[src/rtl/basic_program_token_parser_macros.svh]
// Assertion macros shared by the token parser RTL.
`ifndef BASIC_PROGRAM_TOKEN_PARSER_MACROS_SVH
`define BASIC_PROGRAM_TOKEN_PARSER_MACROS_SVH

// Same-cycle implication, checked on the parser clock outside reset.
`define TKP_ASSERT_NOW(label, ante, cons, msg) \
    label: assert property (@(posedge i_clk) disable iff (!i_rst_n) (ante) |-> (cons)) \
        else $error(msg);

// Next-cycle implication, checked on the parser clock outside reset.
`define TKP_ASSERT_NEXT(label, ante, cons, msg) \
    label: assert property (@(posedge i_clk) disable iff (!i_rst_n) (ante) |=> (cons)) \
        else $error(msg);

`endif

[src/rtl/tkp_pkg.sv]
// Types, codes and constants of the tokenized BASIC program parser.
package tkp_pkg;

    localparam int unsigned C_PREFIX_BYTES = 16;
    localparam int unsigned C_PREFIX_W     = 8;
    localparam int unsigned C_VALUE_W      = 56;
    localparam int unsigned C_LANES        = C_VALUE_W / 8;

    typedef enum logic [2:0] {
        PH_START,
        PH_LINK_LO,
        PH_LINK_HI,
        PH_NUM_LO,
        PH_NUM_HI,
        PH_BODY,
        PH_OPERAND,
        PH_HALT
    } t_phase;

    // Token kinds on the result channel.
    localparam logic [4:0] K_LINE_START   = 5'd0;
    localparam logic [4:0] K_END_LINE     = 5'd1;
    localparam logic [4:0] K_OCTAL        = 5'd2;
    localparam logic [4:0] K_HEX          = 5'd3;
    localparam logic [4:0] K_LINE_REF     = 5'd4;
    localparam logic [4:0] K_SMALL_CONST  = 5'd5;
    localparam logic [4:0] K_SIGNED_INT   = 5'd6;
    localparam logic [4:0] K_FLOAT4       = 5'd7;
    localparam logic [4:0] K_FLOAT8       = 5'd8;
    localparam logic [4:0] K_KEYWORD      = 5'd9;
    localparam logic [4:0] K_FUNCTION     = 5'd10;
    localparam logic [4:0] K_IEEE         = 5'd11;
    localparam logic [4:0] K_CHAR         = 5'd12;
    localparam logic [4:0] K_STMT_BREAK   = 5'd13;
    localparam logic [4:0] K_UNKNOWN      = 5'd14;
    localparam logic [4:0] K_ABS_ADDR     = 5'd15;
    localparam logic [4:0] K_END_PROGRAM  = 5'd16;
    localparam logic [4:0] K_ERROR        = 5'd17;

    // Byte codes of the program image.
    localparam logic [7:0] B_LINE_END     = 8'h00;
    localparam logic [7:0] B_OCTAL        = 8'h0B;
    localparam logic [7:0] B_HEX          = 8'h0C;
    localparam logic [7:0] B_ABS_ADDR     = 8'h0D;
    localparam logic [7:0] B_LINE_REF     = 8'h0E;
    localparam logic [7:0] B_BYTE_CONST   = 8'h0F;
    localparam logic [7:0] B_SMALL_LO     = 8'h11;
    localparam logic [7:0] B_SMALL_HI     = 8'h1A;
    localparam logic [7:0] B_SIGNED_INT   = 8'h1C;
    localparam logic [7:0] B_FLOAT4       = 8'h1D;
    localparam logic [7:0] B_FLOAT8       = 8'h1F;
    localparam logic [7:0] B_PRINT_LO     = 8'h20;
    localparam logic [7:0] B_QUOTE        = 8'h22;
    localparam logic [7:0] B_COLON        = 8'h3A;
    localparam logic [7:0] B_PRINT_HI     = 8'h7E;
    localparam logic [7:0] B_KW_LO        = 8'h81;
    localparam logic [7:0] B_DATA         = 8'h84;
    localparam logic [7:0] B_REM          = 8'h8F;
    localparam logic [7:0] B_FUNC_HI      = 8'hAD;
    localparam logic [7:0] B_KANA_LO      = 8'hA1;
    localparam logic [7:0] B_KANA_HI      = 8'hDF;
    localparam logic [7:0] B_IEEE         = 8'hEC;
    localparam logic [7:0] B_KW_HI        = 8'hFE;
    localparam logic [7:0] B_FUNC_PREFIX  = 8'hFF;

    // Configuration register indexes.
    localparam logic CFG_PRETTY_LAYOUT    = 1'b0;
    localparam logic CFG_SKIP_TAPE_PREFIX = 1'b1;

    typedef struct packed {
        t_phase                  phase;
        logic [C_PREFIX_W-1:0]   prefix_count;
        logic [3:0]              op_kind;
        logic [3:0]              bytes_left;
        logic [2:0]              op_shift;
        logic [C_VALUE_W-1:0]    assembly;
        logic                    link_lo_zero;
        logic                    quote;
        logic                    rem_data;
    } t_parse_state;

    typedef struct packed {
        logic [4:0]              kind;
        logic [C_VALUE_W-1:0]    value;
        logic [7:0]              expo;
    } t_token;

    localparam t_parse_state C_STATE_RESET = '{
        PH_START, {C_PREFIX_W{1'b0}}, 4'd0, 4'd0, 3'd0, {C_VALUE_W{1'b0}}, 1'b0, 1'b0, 1'b0
    };

endpackage

[src/rtl/tkp_decode.sv]
// Single-byte parse step: next parse state and the token that the byte completes.
module tkp_decode #(
    parameter int unsigned PREFIX_BYTES = tkp_pkg::C_PREFIX_BYTES
) (
    input  tkp_pkg::t_parse_state i_state,
    input  logic [7:0]            i_data_byte,
    input  logic                  i_end_of_input,
    input  logic                  i_pretty_layout,
    input  logic                  i_skip_prefix,
    output tkp_pkg::t_parse_state o_state,
    output logic                  o_token_valid,
    output tkp_pkg::t_token       o_token
);
    import tkp_pkg::*;

    localparam logic [C_PREFIX_W-1:0] LP_PREFIX = C_PREFIX_W'(PREFIX_BYTES);

    logic [7:0]            b;
    logic                  plain;
    logic                  start_hit;
    logic [3:0]            start_kind;
    logic [3:0]            start_count;
    logic [C_VALUE_W-1:0]  asm_merged;
    logic [C_VALUE_W-1:0]  asm_op;
    logic                  op_last;
    logic                  op_float;
    logic                  op_accum;
    logic                  prefix_active;
    logic [C_PREFIX_W-1:0] prefix_inc;
    logic [7:0]            func_v;
    logic                  is_small;
    logic                  is_keyword;
    logic                  is_print;
    logic                  is_kana;

    assign b             = i_data_byte;
    assign plain         = !i_state.quote && !i_state.rem_data;
    assign op_last       = (i_state.bytes_left <= 4'd1);
    assign op_float      = (i_state.op_kind == K_FLOAT4[3:0]) ||
                           (i_state.op_kind == K_FLOAT8[3:0]);
    // The exponent byte of a float is not packed into the mantissa.
    assign op_accum      = !(op_float && op_last);
    assign asm_op        = op_accum ? asm_merged : i_state.assembly;
    assign func_v        = asm_op[7:0];
    assign prefix_active = i_skip_prefix && (i_state.prefix_count < LP_PREFIX);
    assign prefix_inc    = i_state.prefix_count + 1'b1;
    assign is_small      = (b >= B_SMALL_LO) && (b <= B_SMALL_HI);
    assign is_keyword    = (b >= B_KW_LO) && (b <= B_KW_HI);
    assign is_print      = (b >= B_PRINT_LO) && (b <= B_PRINT_HI);
    assign is_kana       = (b >= B_KANA_LO) && (b <= B_KANA_HI);

    // Operand lead-in codes, recognized in every text mode.
    always_comb begin
        start_hit   = 1'b1;
        start_kind  = 4'd0;
        start_count = 4'd2;
        case (b)
            B_OCTAL:      start_kind = K_OCTAL[3:0];
            B_HEX:        start_kind = K_HEX[3:0];
            B_ABS_ADDR:   start_kind = K_ABS_ADDR[3:0];
            B_LINE_REF:   start_kind = K_LINE_REF[3:0];
            B_BYTE_CONST: begin
                start_kind  = K_SMALL_CONST[3:0];
                start_count = 4'd1;
            end
            B_SIGNED_INT: start_kind = K_SIGNED_INT[3:0];
            B_FLOAT4: begin
                start_kind  = K_FLOAT4[3:0];
                start_count = 4'd4;
            end
            B_FLOAT8: begin
                start_kind  = K_FLOAT8[3:0];
                start_count = 4'd8;
            end
            default:      start_hit = 1'b0;
        endcase
    end

    // Byte lane write of the operand assembly register.
    always_comb begin
        for (int i = 0; i < C_LANES; i++) begin
            asm_merged[8*i +: 8] = (i_state.op_shift == 3'(i)) ? b : i_state.assembly[8*i +: 8];
        end
    end

    // Next parse state.
    always_comb begin
        o_state = i_state;
        if (i_state.phase != PH_HALT) begin
            if (i_end_of_input) begin
                o_state.phase = PH_HALT;
            end else begin
                case (i_state.phase)
                    PH_START: begin
                        if (prefix_active) begin
                            o_state.prefix_count = prefix_inc;
                            if (prefix_inc >= LP_PREFIX) begin
                                o_state.phase = PH_LINK_LO;
                            end
                        end else begin
                            o_state.link_lo_zero = (b == 8'd0);
                            o_state.phase        = PH_LINK_HI;
                        end
                    end
                    PH_LINK_LO: begin
                        o_state.link_lo_zero = (b == 8'd0);
                        o_state.phase        = PH_LINK_HI;
                    end
                    PH_LINK_HI: begin
                        if (i_state.link_lo_zero && (b == 8'd0)) begin
                            o_state.phase = PH_HALT;
                        end else begin
                            o_state.phase = PH_NUM_LO;
                        end
                    end
                    PH_NUM_LO: begin
                        o_state.assembly = {{(C_VALUE_W-8){1'b0}}, b};
                        o_state.phase    = PH_NUM_HI;
                    end
                    PH_NUM_HI: begin
                        o_state.assembly = {{(C_VALUE_W-16){1'b0}}, b, i_state.assembly[7:0]};
                        o_state.quote    = 1'b0;
                        o_state.rem_data = 1'b0;
                        o_state.phase    = PH_BODY;
                    end
                    PH_BODY: begin
                        if (b == B_LINE_END) begin
                            o_state.phase = PH_LINK_LO;
                        end else if (start_hit || ((b == B_FUNC_PREFIX) && plain)) begin
                            o_state.op_kind    = start_hit ? start_kind : K_FUNCTION[3:0];
                            o_state.bytes_left = start_hit ? start_count : 4'd1;
                            o_state.op_shift   = 3'd0;
                            o_state.assembly   = '0;
                            o_state.phase      = PH_OPERAND;
                        end else if (is_keyword && plain) begin
                            if ((b == B_REM) || (b == B_DATA)) begin
                                o_state.rem_data = 1'b1;
                            end
                        end else if (b == B_QUOTE) begin
                            o_state.quote = !i_state.quote;
                        end else if (!i_state.quote && (b == B_COLON)) begin
                            o_state.rem_data = 1'b0;
                        end
                    end
                    PH_OPERAND: begin
                        if (op_accum) begin
                            o_state.assembly = asm_merged;
                            o_state.op_shift = i_state.op_shift + 3'd1;
                        end
                        if (op_last) begin
                            o_state.bytes_left = 4'd0;
                            o_state.phase      = PH_BODY;
                        end else begin
                            o_state.bytes_left = i_state.bytes_left - 4'd1;
                        end
                    end
                    default: o_state.phase = PH_HALT;
                endcase
            end
        end
    end

    // Token produced by this byte, if any.
    always_comb begin
        o_token_valid = 1'b0;
        o_token       = '0;
        if (i_state.phase != PH_HALT) begin
            if (i_end_of_input) begin
                o_token_valid = 1'b1;
                o_token.kind  = K_ERROR;
            end else begin
                case (i_state.phase)
                    PH_LINK_HI: begin
                        if (i_state.link_lo_zero && (b == 8'd0)) begin
                            o_token_valid = 1'b1;
                            o_token.kind  = K_END_PROGRAM;
                        end
                    end
                    PH_NUM_HI: begin
                        o_token_valid = 1'b1;
                        o_token.kind  = K_LINE_START;
                        o_token.value = {{(C_VALUE_W-16){1'b0}}, b, i_state.assembly[7:0]};
                    end
                    PH_BODY: begin
                        o_token_valid = 1'b1;
                        o_token.value = {{(C_VALUE_W-8){1'b0}}, b};
                        if (b == B_LINE_END) begin
                            o_token.kind  = K_END_LINE;
                            o_token.value = '0;
                        end else if (start_hit || ((b == B_FUNC_PREFIX) && plain)) begin
                            o_token_valid = 1'b0;
                        end else if (is_small) begin
                            o_token.kind  = K_SMALL_CONST;
                            o_token.value = {{(C_VALUE_W-8){1'b0}}, b - B_SMALL_LO};
                        end else if (is_keyword && plain) begin
                            o_token.kind  = K_KEYWORD;
                            o_token.value = {{(C_VALUE_W-8){1'b0}}, b - B_KW_LO};
                        end else if (is_print) begin
                            if (!i_state.quote && (b == B_COLON) && i_pretty_layout) begin
                                o_token.kind = K_STMT_BREAK;
                            end else begin
                                o_token.kind = K_CHAR;
                            end
                        end else if (is_kana) begin
                            o_token.kind = K_CHAR;
                        end else begin
                            o_token.kind = K_UNKNOWN;
                        end
                    end
                    PH_OPERAND: begin
                        if (op_last) begin
                            o_token_valid = 1'b1;
                            case (i_state.op_kind)
                                K_FLOAT4[3:0]: begin
                                    o_token.kind  = K_FLOAT4;
                                    o_token.value = {{(C_VALUE_W-24){1'b0}}, asm_op[23:0]};
                                    o_token.expo  = b;
                                end
                                K_FLOAT8[3:0]: begin
                                    o_token.kind  = K_FLOAT8;
                                    o_token.value = asm_op;
                                    o_token.expo  = b;
                                end
                                K_FUNCTION[3:0]: begin
                                    if (func_v == B_IEEE) begin
                                        o_token.kind = K_IEEE;
                                    end else if ((func_v >= B_KW_LO) && (func_v <= B_FUNC_HI)) begin
                                        o_token.kind  = K_FUNCTION;
                                        o_token.value = {{(C_VALUE_W-8){1'b0}}, func_v - B_KW_LO};
                                    end else begin
                                        // Unassigned function codes are dropped.
                                        o_token_valid = 1'b0;
                                    end
                                end
                                default: begin
                                    o_token.kind  = {1'b0, i_state.op_kind};
                                    o_token.value = {{(C_VALUE_W-16){1'b0}}, asm_op[15:0]};
                                end
                            endcase
                        end
                    end
                    default: o_token_valid = 1'b0;
                endcase
            end
        end
    end

endmodule

[src/rtl/basic_program_token_parser.sv]
// Top level: input register, parse step, parse state and token output register.
// A result passes through the input register and then the token output register after its byte is accepted.
// Throughput: one byte per cycle, limited only by the output ready.
// Bytes that finish no token (headers, operand bytes, skipped prefix) give no result.
// Reset is synchronous: it clears the parse state, both configuration bits and all valids.
// After an end-of-program or error token the parser takes bytes and gives nothing until reset.
`include "basic_program_token_parser_macros.svh"

module basic_program_token_parser #(
    parameter int unsigned PREFIX_BYTES = tkp_pkg::C_PREFIX_BYTES
) (
    input  logic                         i_clk,
    input  logic                         i_rst_n,
    input  logic                         i_cfg_we,
    input  logic                         i_cfg_index,
    input  logic                         i_cfg_data,
    input  logic                         i_in_valid,
    output logic                         o_in_ready,
    input  logic [7:0]                   i_data_byte,
    input  logic                         i_end_of_input,
    output logic                         o_out_valid,
    input  logic                         i_out_ready,
    output logic [4:0]                   o_token_kind,
    output logic [tkp_pkg::C_VALUE_W-1:0] o_token_value,
    output logic [7:0]                   o_float_exponent
);
    import tkp_pkg::*;

    logic         r_pretty_layout;
    logic         r_skip_prefix;
    logic         r_in_valid;
    logic [7:0]   r_in_byte;
    logic         r_in_eoi;
    t_parse_state r_state;
    t_parse_state n_state;
    logic         r_out_valid;
    t_token       r_token;
    t_token       n_token;
    logic         n_token_valid;
    logic         w_advance;

    // The held byte moves on whenever the output slot is free or being emptied.
    assign w_advance  = r_in_valid && (!r_out_valid || i_out_ready);
    assign o_in_ready = !r_in_valid || w_advance;

    tkp_decode #(
        .PREFIX_BYTES(PREFIX_BYTES)
    ) u_decode (
        .i_state        (r_state),
        .i_data_byte    (r_in_byte),
        .i_end_of_input (r_in_eoi),
        .i_pretty_layout(r_pretty_layout),
        .i_skip_prefix  (r_skip_prefix),
        .o_state        (n_state),
        .o_token_valid  (n_token_valid),
        .o_token        (n_token)
    );

    always_ff @(posedge i_clk) begin
        if (!i_rst_n) begin
            r_pretty_layout <= 1'b0;
            r_skip_prefix   <= 1'b0;
            r_in_valid      <= 1'b0;
            r_out_valid     <= 1'b0;
            r_state         <= C_STATE_RESET;
        end else begin
            if (i_cfg_we) begin
                case (i_cfg_index)
                    CFG_PRETTY_LAYOUT:    r_pretty_layout <= i_cfg_data;
                    CFG_SKIP_TAPE_PREFIX: r_skip_prefix   <= i_cfg_data;
                    default:              r_pretty_layout <= r_pretty_layout;
                endcase
            end
            if (o_in_ready) begin
                r_in_valid <= i_in_valid;
            end
            if (w_advance) begin
                r_state     <= n_state;
                r_out_valid <= n_token_valid;
            end else if (i_out_ready) begin
                r_out_valid <= 1'b0;
            end
        end
    end

    always_ff @(posedge i_clk) begin
        if (i_in_valid && o_in_ready) begin
            r_in_byte <= i_data_byte;
            r_in_eoi  <= i_end_of_input;
        end
        if (w_advance && n_token_valid) begin
            r_token <= n_token;
        end
    end

    assign o_out_valid      = r_out_valid;
    assign o_token_kind     = r_token.kind;
    assign o_token_value    = r_token.value;
    assign o_float_exponent = r_token.expo;

    `TKP_ASSERT_NEXT(a_halt_sticky, r_state.phase == PH_HALT, r_state.phase == PH_HALT,
        "parser left the halt phase without reset")
    `TKP_ASSERT_NOW(a_final_token_halts,
        r_out_valid && ((r_token.kind == K_ERROR) || (r_token.kind == K_END_PROGRAM)),
        r_state.phase == PH_HALT, "final token shown while parser not halted")
    `TKP_ASSERT_NOW(a_operand_count_idle,
        (r_state.phase != PH_OPERAND) && (r_state.phase != PH_HALT),
        r_state.bytes_left == 4'd0, "operand byte count left over outside an operand")
    `TKP_ASSERT_NOW(a_exponent_only_float,
        r_out_valid && (r_token.kind != K_FLOAT4) && (r_token.kind != K_FLOAT8),
        r_token.expo == 8'd0, "exponent set on a non-float token")

endmodule
[config.mk]
export PLATFORM = sky130hd
export DESIGN_NAME = basic_program_token_parser
export DESIGN_NICKNAME = d
export VERILOG_FILES = /design/src/rtl/tkp_pkg.sv /design/src/rtl/tkp_decode.sv /design/src/rtl/basic_program_token_parser.sv
export VERILOG_INCLUDE_DIRS = /design/src /design/src/rtl
export SDC_FILE = /design/constraint.sdc
export NUM_CORES = 1
export LEC_CHECK = 0
export BUFFER_PORTS_ARGS = -buffer_cell sky130_fd_sc_hd__buf_2
export CAP_MARGIN = 40
export CORE_ASPECT_RATIO = 0.75
export CORE_MARGIN = 3
export CORE_UTILIZATION = 59
export DETAILED_ROUTE_END_ITERATION = 8
export PLACE_DENSITY = 0.8
export SETUP_SLACK_MARGIN = 0.15
export SYNTH_ARGS = -nofsm -noshare
export SYNTH_HDL_FRONTEND = slang
export SYNTH_SLANG_ARGS = --single-unit
[constraint.sdc]
create_clock -name i_clk -period 10.86 [get_ports i_clk]
set_input_delay 1.629 -clock i_clk [delete_from_list [all_inputs] [get_ports i_clk]]
set_output_delay 1.629 -clock i_clk [all_outputs]
set_load 0.1 [all_outputs]
==> metrics, run 1 <==
CP Max Fanout 64; wire length per cell 19.9 um; Tmin final 4.80 ns; Core ar. 13900 sq um; status finished, final reports clean; Starting Density 61.4%; layout net count 997; Crit path max-delay family compound AO/OA/AOI/OAI gates; Die Span Y 110 um; Crit path buffers/inverters 2; critical path cell sequence inv_1 > ha_1 > o221ai_2 > nand2_1 > nor2_1 > a21oi_1 > ha_1 > o211ai_1 > o21ai_0 > a22oi_2 > a21oi_1 > o21ai_4 > buf_4; Max clock buf depth 2; Least-Margin Pin Slew 0.916 ns; ANT nets after route 0; fin. max-slew vios 0; ys async rst share 0%; Multi-input gate area 4190 sq um; data required time at the worst endpoint 10.91 ns; TritonCTS clock tree yes; slowest CP cell o221ai_2; flop2flop setup slack 6.06 ns; number of max-cap violations 0; grt total ovfl 0; Vias/cell 6.32; FF+latch count, synth 163; htree depth 4; number of synthesized flops with an enable pin 78; worst hold endpoint r_state[76]; net count after synthesis 941; Max-slew headroom 38.8%; top achievable clock speed 0.209 GHz; yosys warns 0; Worst Hold Depth 1; Final period util 44.2%; Die W 145 um; RD Place Congestion 0.972; Pre-antenna DRT Iters 7; DRC violations left 0; critical path type register to register; Tightest Hold Check Type register to register; postcts setup bufs 0; layout filler cell count 1083; post-DP HPWL 15100 um; Crit. End Element register; I/O Pins 87; clk sink count 163; Worst VDD drop 108 uV; RSZ-0062 raised after global routing no; diodes inserted 0; # hold bufs at CTS 0; Register-to-Register Path Depth 13; register clock-pin slew on the reported worst setup and hold paths 0.06 ns; CP Launch Type register; proportion of layout cells with a drive suffix above 1 16.8%; register area 4040 sq um; Iteration-0 DRC Markers 970; CTS-repair resized insts 0; hold slack 0.462 ns; PD cells 145 nW/um^2; die area 16000 sq um; Worst EP arrival 4.85 ns; DRT Wirelength 23400 um; total track usage 29.2%; # port buffers 86; CTS Buf Count 17; largest net degree at the start of global routing 78; root buffer cell clkbuf_16; predominant post-synthesis flop cell dfxtp_1; reg-to-reg startpoint r_state[62]; syn avg cell area 9.38 sq um; library cells used by synthesis 80; first-pass GRT wire length 36900 um; Worst-Skew Late Latency 0.43 ns; row cnt 37; max incr delay on CP 0.71 ns; DR vias 7437; Syn-to-layout area delta 13.2%; vias in the first global route 6853; worst flop-to-flop path endpoint o_token_value[50]; skew final 0.0142 ns; # setup viols final 0; min-delay src r_state[76]; register area share after synthesis 47.3%; initial antenna violation count 0; synthesized instance count 912; Final Hold Vio Count 0; LEAKAGE 3.39 nW; Power, Total 1.41 mW; setup TNS 0 ns; Post-Syn Area 8560 sq um
## cell usage in the layout, fill, tap and decap left out, types with 4 or more instances in the layout
| cell type | instances |
|---|---|
| a211oi_1 | 4 |
| a21boi_0 | 38 |
| a21boi_1 | 7 |
| a21oi_1 | 42 |
| a222oi_1 | 5 |
| a22o_1 | 8 |
| a22oi_1 | 9 |
| a31oi_1 | 8 |
| and2_1 | 18 |
| and3_1 | 4 |
| buf_2 | 87 |
| buf_4 | 14 |
| clkbuf_16 | 18 |
| dfxtp_1 | 85 |
| edfxtp_1 | 78 |
| ha_1 | 13 |
| inv_1 | 19 |
| mux2i_1 | 34 |
| nand2_1 | 122 |
| nand2b_1 | 8 |
| nand3_1 | 29 |
| nand3b_1 | 9 |
| nand4_1 | 9 |
| nor2_1 | 73 |
| nor2_2 | 5 |
| nor2b_1 | 11 |
| nor3_1 | 13 |
| nor3b_1 | 7 |
| nor4_1 | 9 |
| nor4b_4 | 4 |
| o211ai_1 | 7 |
| o21ai_0 | 71 |
| o22ai_1 | 7 |
| o32ai_1 | 6 |
| or4_1 | 4 |
| xnor2_1 | 6 |
| xor2_1 | 8 |
## final cells by class
| type | instances | share of cell area [%] |
|---|---|---|
| multi-input cells | 666 | 43.3 |
| clock buffers | 21 | 4.87 |
| clock inverters | 11 | 1.27 |
| repair buffers | 101 | 5.58 |
| inverters | 19 | 0.737 |
| flip-flops and latches | 163 | 41.8 |
| well taps | 195 | 2.52 |
## registers in the layout, summed over array words and instances (netlist names)
register,flops
r_state,81
o_token_value,56
o_float_exponent,8
r_in_byte,8
o_token_kind,5
o_out_valid,1
r_in_eoi,1
r_in_valid,1
r_pretty_layout,1
r_skip_prefix,1
## cell usage after synthesis (9+ instances only)
| cell type | instances | share of area (%) |
|---|---|---|
| a21oi_1 | 43 | 2.5 |
| and2_1 | 18 | 1.3 |
| ha_1 | 13 | 1.9 |
| clkbuf_1 | 51 | 2.2 |
| dfxtp_1 | 85 | 20 |
| nand4_1 | 9 | 0.66 |
| nand2_1 | 122 | 5.4 |
| nor3_1 | 13 | 0.76 |
| nor4_1 | 9 | 0.66 |
| nand3_1 | 29 | 1.7 |
| a21boi_0 | 38 | 3.3 |
| mux2i_1 | 34 | 4.0 |
| nor2_1 | 73 | 3.2 |
| nand3b_1 | 9 | 0.79 |
| nor2b_1 | 11 | 0.80 |
| a22oi_1 | 9 | 0.79 |
| edfxtp_1 | 78 | 27 |
| inv_1 | 19 | 0.83 |
| o21ai_0 | 72 | 4.2 |
## layer usage
metal	track usage (%)	vias to the layer above	share of wire [%]
met5	0	-	0
met4	10.4	0	1.7
met3	7.89	45	10
met2	43.0	414	43
met1	41.8	3530	46
li1	-	3448	-
## per-stage QoR
| step | instance area (sq um) | cells | utilization [%] | setup slack (ns) |
|---|---|---|---|---|
| floorplan | 8560 | 912 | - | 3.21 |
| global placement | 9080 | 1142 | 65.1 | 6.27 |
| detailed placement | 9080 | 1143 | 65.2 | 6.20 |
| CTS | 9680 | 1175 | 69.5 | 6.15 |
| global route | 9680 | 1176 | 69.5 | 5.74 |
| finish | 9680 | 1176 | 69.5 | 6.06 |
## cell families (layout without fill, tap and decap cells)
group	count (synthesis)	after routing	share of synthesized area (%)
AND/OR/NAND/NOR	347	347	21.2
AO/OA/AOI/OAI	256	256	20.0
flip-flops	163	163	47.3
buffers and inverters	83	152	3.95
multiplexers	36	36	4.24
XOR/XNOR	14	14	1.43
adder cells (fa/ha/maj)	13	13	1.90
## worst max-delay path by stage
stage	from	endpoint	cells after the start
6_report	r_state[62]	o_token_value[50]	13
5_1_grt	r_state[62]	o_token_value[5]	13
4_1_cts	r_state[62]	o_token_value[0]	13
3_5_place_dp	r_state[62]	o_token_value[36]	13
3_3_place_gp	r_state[62]	o_token_value[39]	13
2_1_floorplan	i_out_ready	o_float_exponent[0]	5
## power breakdown
group,internal [mW],switching (mW)
combinational,0.0307,0.110
clock,0.360,0.246
sequential,0.652,0.00887
total,1.04,0.364
No activity file was read; power rests on OpenSTA's default activity.
==> inputs of run 2 (changes only) <==
ABC_AREA = 1   (was default)
CORE_UTILIZATION = 60   (was 59)
PLACE_DENSITY = 0.81   (was 0.8)
clock period = 4.84 ns   (was 10.86 ns; I/O delays follow)
==> run 2 against run 1 <==
  * Power grew 130%
  * Critical path depth rose by 4
  * Via count rose by 9.3%
  * Area after synthesis up 3.7%
  * Design area rose by 2.4%
  * Clock power is 120% higher
  * Cell count is 16% higher
  * Synthesized cell count grew 21%
  * Critical path type unchanged
==> metrics, run 2 <==
register clock-pin slew on the reported worst setup and hold paths 0.07 ns (about the same); Core Util, Final 70.5% (+0.98 points); Worst-Skew Late Latency 0.43 ns (about the same); Vias/cell 5.95 (-5.9%); largest net degree at the start of global routing 70 (-10%); hold slack 0.429 ns (-0.0337 ns); initial antenna violation count 0 (unchanged); predominant post-synthesis flop cell dfxtp_1; Comb pwr share 11.4% (+1.4 points); RD Place Congestion 0.982 (+1.0%); Core ar. 14100 sq um (+1.0%); Max clock buf depth 2 (unchanged); wire length per cell 16.4 um (-17%); Least-Margin Pin Slew 0.758 ns (-0.158 ns); net count after synthesis 1136 (+21%); # port buffers 86 (unchanged); post-DP HPWL 14900 um (-1.6%); TritonCTS clock tree yes; Syn-to-layout area delta 11.8%; ys async rst share 0% (unchanged); setup TNS 0 ns (unchanged); first-pass GRT wire length 36000 um (-2.5%); library cells used by synthesis 48 (-40%); root buffer cell clkbuf_16; Final Hold Vio Count 0 (unchanged); vias in the first global route 7028 (+2.6%); synthesized instance count 1107 (+21%); grt total ovfl 0 (unchanged); PD cells 325 nW/um^2 (+120%); DRT Wirelength 22400 um (-4.0%); Worst EP arrival 3.58 ns (-1.27 ns); DRC violations left 0 (unchanged); skew final 0.0122 ns (-0.00203 ns); top-count cell post-synth nand2_1; CTS Buf Count 17 (unchanged); critical path type register to register; top achievable clock speed 0.288 GHz (+38%); proportion of layout cells with a drive suffix above 1 15.7% (-1.1 points); LEAKAGE 4.18 nW (+23%); Starting Density 63.0% (+1.6 points); pre-CTS setup slack 1.44 ns (-4.76 ns); internal power 2.33 mW (+120%); row cnt 37 (unchanged); total track usage 27.4% (-1.8 points); Post-Syn Area 8870 sq um (+3.7%); grt met1 use 41.2% (-0.57 points); Worst VDD drop 254 uV (+140%); CTS-repair resized insts 0 (unchanged); Final period util 71.8% (+28 points); Die W 146 um (+0.92%); Tmin final 3.48 ns (-1.32 ns); postcts setup bufs 0 (unchanged); Switch Pwr 901 uW (+150%); GR Util met3 8.66% (+0.78 points); Placed Cells 1334 (+17%); Max-slew headroom 49.3% (+10 points); Final Non-Filler Cells 1366 (+16%); Placed Area 9320 sq um (+2.6%); register area share after synthesis 45.6% (-1.7 points); DR vias 8132 (+9.3%); leading cell types by total area after synthesis edfxtp_1 (26%), dfxtp_1 (19%), nand2_1 (7.6%); htree depth 4 (unchanged); data required time at the worst endpoint 4.95 ns (-5.96 ns); Iteration-0 DRC Markers 1099 (+13%); clk sink count 163 (unchanged); post-synth top area cell edfxtp_1; ANT nets after route 0 (unchanged); layout net count 1187 (+19%); Tightest Hold Check Type register to register; post-route cell area 9920 sq um (+2.4%); max reg flops 81 (unchanged); Die Span Y 111 um (+0.91%); diodes inserted 0 (unchanged); clock group share of total power 42.0% (-1.0 points); syn avg cell area 8.01 sq um (-15%); PnR worst setup slack 1.36 ns (-4.70 ns); Crit. End Element register; FF+latch count, synth 163 (unchanged); CP Max Fanout 21 (-67%); share of power burned in registers 46.6% (-0.4 points); number of max-cap violations 0 (unchanged); Power, Total 3.23 mW (+130%); number of synthesized flops with an enable pin 78 (unchanged); top cell type's share of synthesized area 26.4% (-0.97 points); grt peak-use layer met1; Biggest register r_state; RSZ-0062 raised after global routing no; Pre-antenna DRT Iters 7 (unchanged); I/O Pins 87 (unchanged); Commonest cells post-synth nand2_1 (179), nor2_1 (147), o21ai_0 (110); yosys warns 0 (unchanged); layout filler cell count 1154 (+6.6%); M2 GR Usage 37.5% (-5.6 points); die area 16300 sq um (+1.8%); CP Launch Type register; fin. max-slew vios 0 (unchanged); # hold bufs at CTS 0 (unchanged); switching portion of total power 27.9% (+2.0 points); # setup viols final 0 (unchanged); commonest cells after routing, fill and taps aside nand2_1 (179), nor2_1 (147), o21ai_0 (110); leading cell type in the layout, fill and taps excluded nand2_1; status finished, final reports clean
## run 2: changes by cell type in the layout (fill, tap and decap cells not counted), moves of 10 or more
cell | before | now
a211oi_1 | 4 | 39
a21boi_0 | 38 | 0
a21oi_1 | 42 | 88
and2_1 | 18 | 0
inv_1 | 19 | 83
inv_2 | 0 | 21
mux2i_1 | 34 | 0
nand2_1 | 122 | 179
nand3_1 | 29 | 48
nor2_1 | 73 | 147
nor2b_1 | 11 | 0
o211a_1 | 2 | 31
o21ai_0 | 71 | 110
o22ai_1 | 7 | 17
## run 2: logic make-up (layout without fill, tap and decap cells)
group / count (synthesis) / after routing / share of synthesized area, %
compound gates: 324 / 324 / 22.7
xor+xnor: 7 / 7 / 0.691
fa+ha+maj: 13 / 13 / 1.83
buf+inv: 170 / 234 / 8.08
flops: 163 / 163 / 45.6
simple gates: 430 / 430 / 21.1
## run 2: routing by layer
metal | share of wire, % | routed length [um] | vias to the layer above
li1 | - | - | 3931
met1 | 45 | 10100 | 3703
met2 | 41 | 9250 | 452
met3 | 12 | 2660 | 46
met4 | 1.8 | 404 | 0
met5 | 0 | 0 | -
## run 2: power groups by stage
stage | combinational (mW) | sequential (mW) | clock [mW]
after floorplan | 0.152 | 1.67 | 0
after global placement | 0.361 | 1.53 | 0
after detailed placement | 0.363 | 1.53 | 0
after CTS | 0.365 | 1.50 | 1.36
after global routing | 0.393 | 1.51 | 1.42
final | 0.368 | 1.50 | 1.36
## run 2: area by class of cell
type	instances	area [sq um]	share of cell area [%]
multi-input combinational	774	4110	41.4
sequential	163	4040	40.8
timing repair buffer	96	531	5.35
clock buffer	18	439	4.43
inverter	106	398	4.01
tap	195	244	2.46
clock inverter	14	154	1.55
## run 2: final timing paths
| check | start | end | slack [ns] | cells after the start |
|---|---|---|---|---|
| worst min-delay path | r_state[77] | r_state[77] | 0.43 | 2 |
| worst max-delay path | r_state[62] | o_token_value[51] | 1.36 | 17 |
| worst min register to register | r_state[77] | r_state[77] | 0.43 | 2 |
| worst max register to register | r_state[62] | o_token_value[51] | 1.36 | 17 |
## run 2: critical path, stage by stage, from the launching register on
cell	delay (ns)
dfxtp_1	0.33
inv_1	0.09
ha_1	0.19
nor2_1	0.06
nor2_2	0.53
nand2_2	0.36
nand2_1	0.16
nand2_2	0.09
nor2_4	0.14
inv_1	0.07
nor2_1	0.12
nand2_2	0.11
nand2_4	0.09
a21oi_1	0.06
nand3_1	0.08
nand2_1	0.08
inv_2	0.21
buf_4	0.34
==> inputs of run 3 (changes only) <==
clock period = 3.29 ns   (was 4.84 ns; I/O delays follow)
==> run 3 against run 2 <==
  * Register-to-register slack worse by 1.0 ns
  * Non-clock buffer count increased by 20
  * Routed wire length up 5.4%
  * Hold slack worse by 0.20 ns
  * First-iteration DRC count is 18% higher
  * Clock-buffer cell count increased by 5
  * Utilization rose by 2.1 points
  * Clock skew decreased by 0.0026 ns
  * Design area grew 2.9%
  * Largest cell class unchanged
  * Largest power group unchanged
==> metrics, run 3 (same netlist as run 2, synthesis figures left out) <==
ANT nets after route 0 (unchanged); Core Util, Final 72.5% (+2.1 points); Crit. End Element register; Max-slew headroom 50.8% (+1.5 points); diodes inserted 0 (unchanged); # port buffers 86 (unchanged); RSZ-0062 raised after global routing yes; wire length per cell 17.0 um (+3.8%); Iteration-0 DRC Markers 1297 (+18%); DR vias 8299 (+2.1%); pre-CTS setup slack 0.215 ns (-1.22 ns); Worst EP arrival 3.16 ns (-0.42 ns); Least-Margin Pin Slew 0.738 ns (-0.0201 ns); CP Launch Type register; Pre-antenna DRT Iters 7 (unchanged); TritonCTS clock tree yes; Tightest Hold Check Type primary input to register; initial antenna violation count 0 (unchanged); top achievable clock speed 0.336 GHz (+17%); Final period util 90.4% (+19 points); register clock-pin slew on the reported worst setup and hold paths 0.06 ns (about the same); fin. max-slew vios 0 (unchanged); PnR worst setup slack 0.316 ns (-1.05 ns); worst flop-to-flop path endpoint o_token_value[6]; Worst-Skew Late Latency 0.44 ns (about the same); die area 16300 sq um (unchanged); RD Place Congestion 0.966 (-1.7%); Vias/cell 5.99 (+0.58%); post-DP HPWL 15700 um (+5.2%); Worst Hold Depth 1 (-1); Most common cell on crit path nand2_1; DRT Wirelength 23600 um (+5.4%); reg-to-reg startpoint r_in_byte[2]; flop2flop setup slack 0.32 ns (-1.05 ns); Starting Density 63.0% (unchanged); max incr delay on CP 0.53 ns (about the same); grt total ovfl 0 (unchanged); DRC violations left 0 (unchanged); Syn-to-layout area delta 15.1%; Critical Path Sink o_token_value[6]; number of max-cap violations 0 (unchanged); PD cells 467 nW/um^2 (+44%); critical path type register to register; I/O Pins 87 (unchanged); total track usage 28.4% (+1.0 points); layout net count 1207 (+1.7%); root buffer cell clkbuf_16; vias in the first global route 7250 (+3.2%); critical path cell sequence inv_2 > nand2_1 > nor2_2 > nand2_1 > nor2_1 > nand2_1 > nand2_2 > inv_1 > o21ai_0 > nand2_1 > nand3_1 > o221ai_1 > a21oi_1 > nor2_1; commonest cells after routing, fill and taps aside nand2_1 (175), nor2_1 (143), o21ai_0 (108); max reg flops 81 (unchanged); largest net degree at the start of global routing 74 (+5.7%); Register-to-Register Path Depth 14 (-3); Worst VDD drop 396 uV (+56%); Biggest register r_state; clk sink count 163 (unchanged); # setup viols final 0 (unchanged); htree depth 4 (unchanged); status finished, final reports clean; Core ar. 14100 sq um (unchanged); CP Max Fanout 12 (-43%); Max clock buf depth 2 (unchanged); LEAKAGE 4.31 nW (+3.0%); Die Span Y 111 um (unchanged); CP startpoint r_in_byte[2]; proportion of layout cells with a drive suffix above 1 19.4% (+3.7 points); skew final 0.00955 ns (-0.00264 ns); Final Hold Vio Count 0 (unchanged); Tmin final 2.97 ns (-0.502 ns); Die W 146 um (unchanged); first-pass GRT wire length 37200 um (+3.4%); setup TNS 0 ns (unchanged); CTS Buf Count 17 (unchanged); data required time at the worst endpoint 3.48 ns (-1.47 ns); row cnt 37 (unchanged); slowest CP cell edfxtp_1; leading cell type in the layout, fill and taps excluded nand2_1
run 3: timing repair:
action                     in CTS  in global routing
hold buffers                    0                  0
resized for setup               0                  6
setup buffers                   0                  4
setup endpoints to repair       0                 76
run 3: area by class of cell:
type / instances / area [sq um]
well taps: 195 / 244
repair buffers: 116 / 706
clock inverters: 9 / 92.6
flip-flops and latches: 163 / 4050
clock buffers: 23 / 489
fillers: 1099 / 3860
multi-input cells: 774 / 4220
inverters: 106 / 414
run 3: worst min path at each step:
| stage | from | end |
|---|---|---|
| detailed placement | r_state[75] | r_state[75] |
| floorplan | r_state[76] | r_state[76] |
| global route | i_data_byte[2] | r_in_byte[2] |
| CTS | i_data_byte[2] | r_in_byte[2] |
| global placement | r_state[77] | r_state[77] |
| finish | i_data_byte[2] | r_in_byte[2] |
run 3: through the flow:
step | instance area [sq um] | hold WS [ns] | std cells | power, mW
after global routing | 10200 | 0.213 | 1386 | 4.90
after detailed placement | 9560 | 0.418 | 1349 | 2.82
after CTS | 10100 | 0.223 | 1381 | 4.75
after global placement | 9560 | 0.415 | 1349 | 2.81
final | 10200 | 0.228 | 1386 | 4.77
after floorplan | 9010 | 0.407 | 1107 | 2.69
run 3: critical path: cells and delay by family (launching register included):
family	cells	cell delay, ns
compound gates	3	0.50
buf+inv	2	0.50
flops	1	0.53
simple gates	9	1.19
run 3: power by group:
| group | leakage [nW] | internal, mW | switching (mW) |
|---|---|---|---|
| Clock | 0.288 | 1.14 | 0.838 |
| Sequential | 1.41 | 2.17 | 0.0312 |
| Combinational | 2.61 | 0.125 | 0.466 |
| Total | 4.31 | 3.43 | 1.34 |
run 3: per-layer routing:
| metal | track usage [%] | wire [um] | vias up |
|---|---|---|---|
| met5 | 0 | 0 | - |
| met4 | 8.40 | 432 | 0 |
| met2 | 40.0 | 9780 | 462 |
| met1 | 42.9 | 10900 | 3808 |
| met3 | 7.52 | 2540 | 55 |
| li1 | - | - | 3974 |
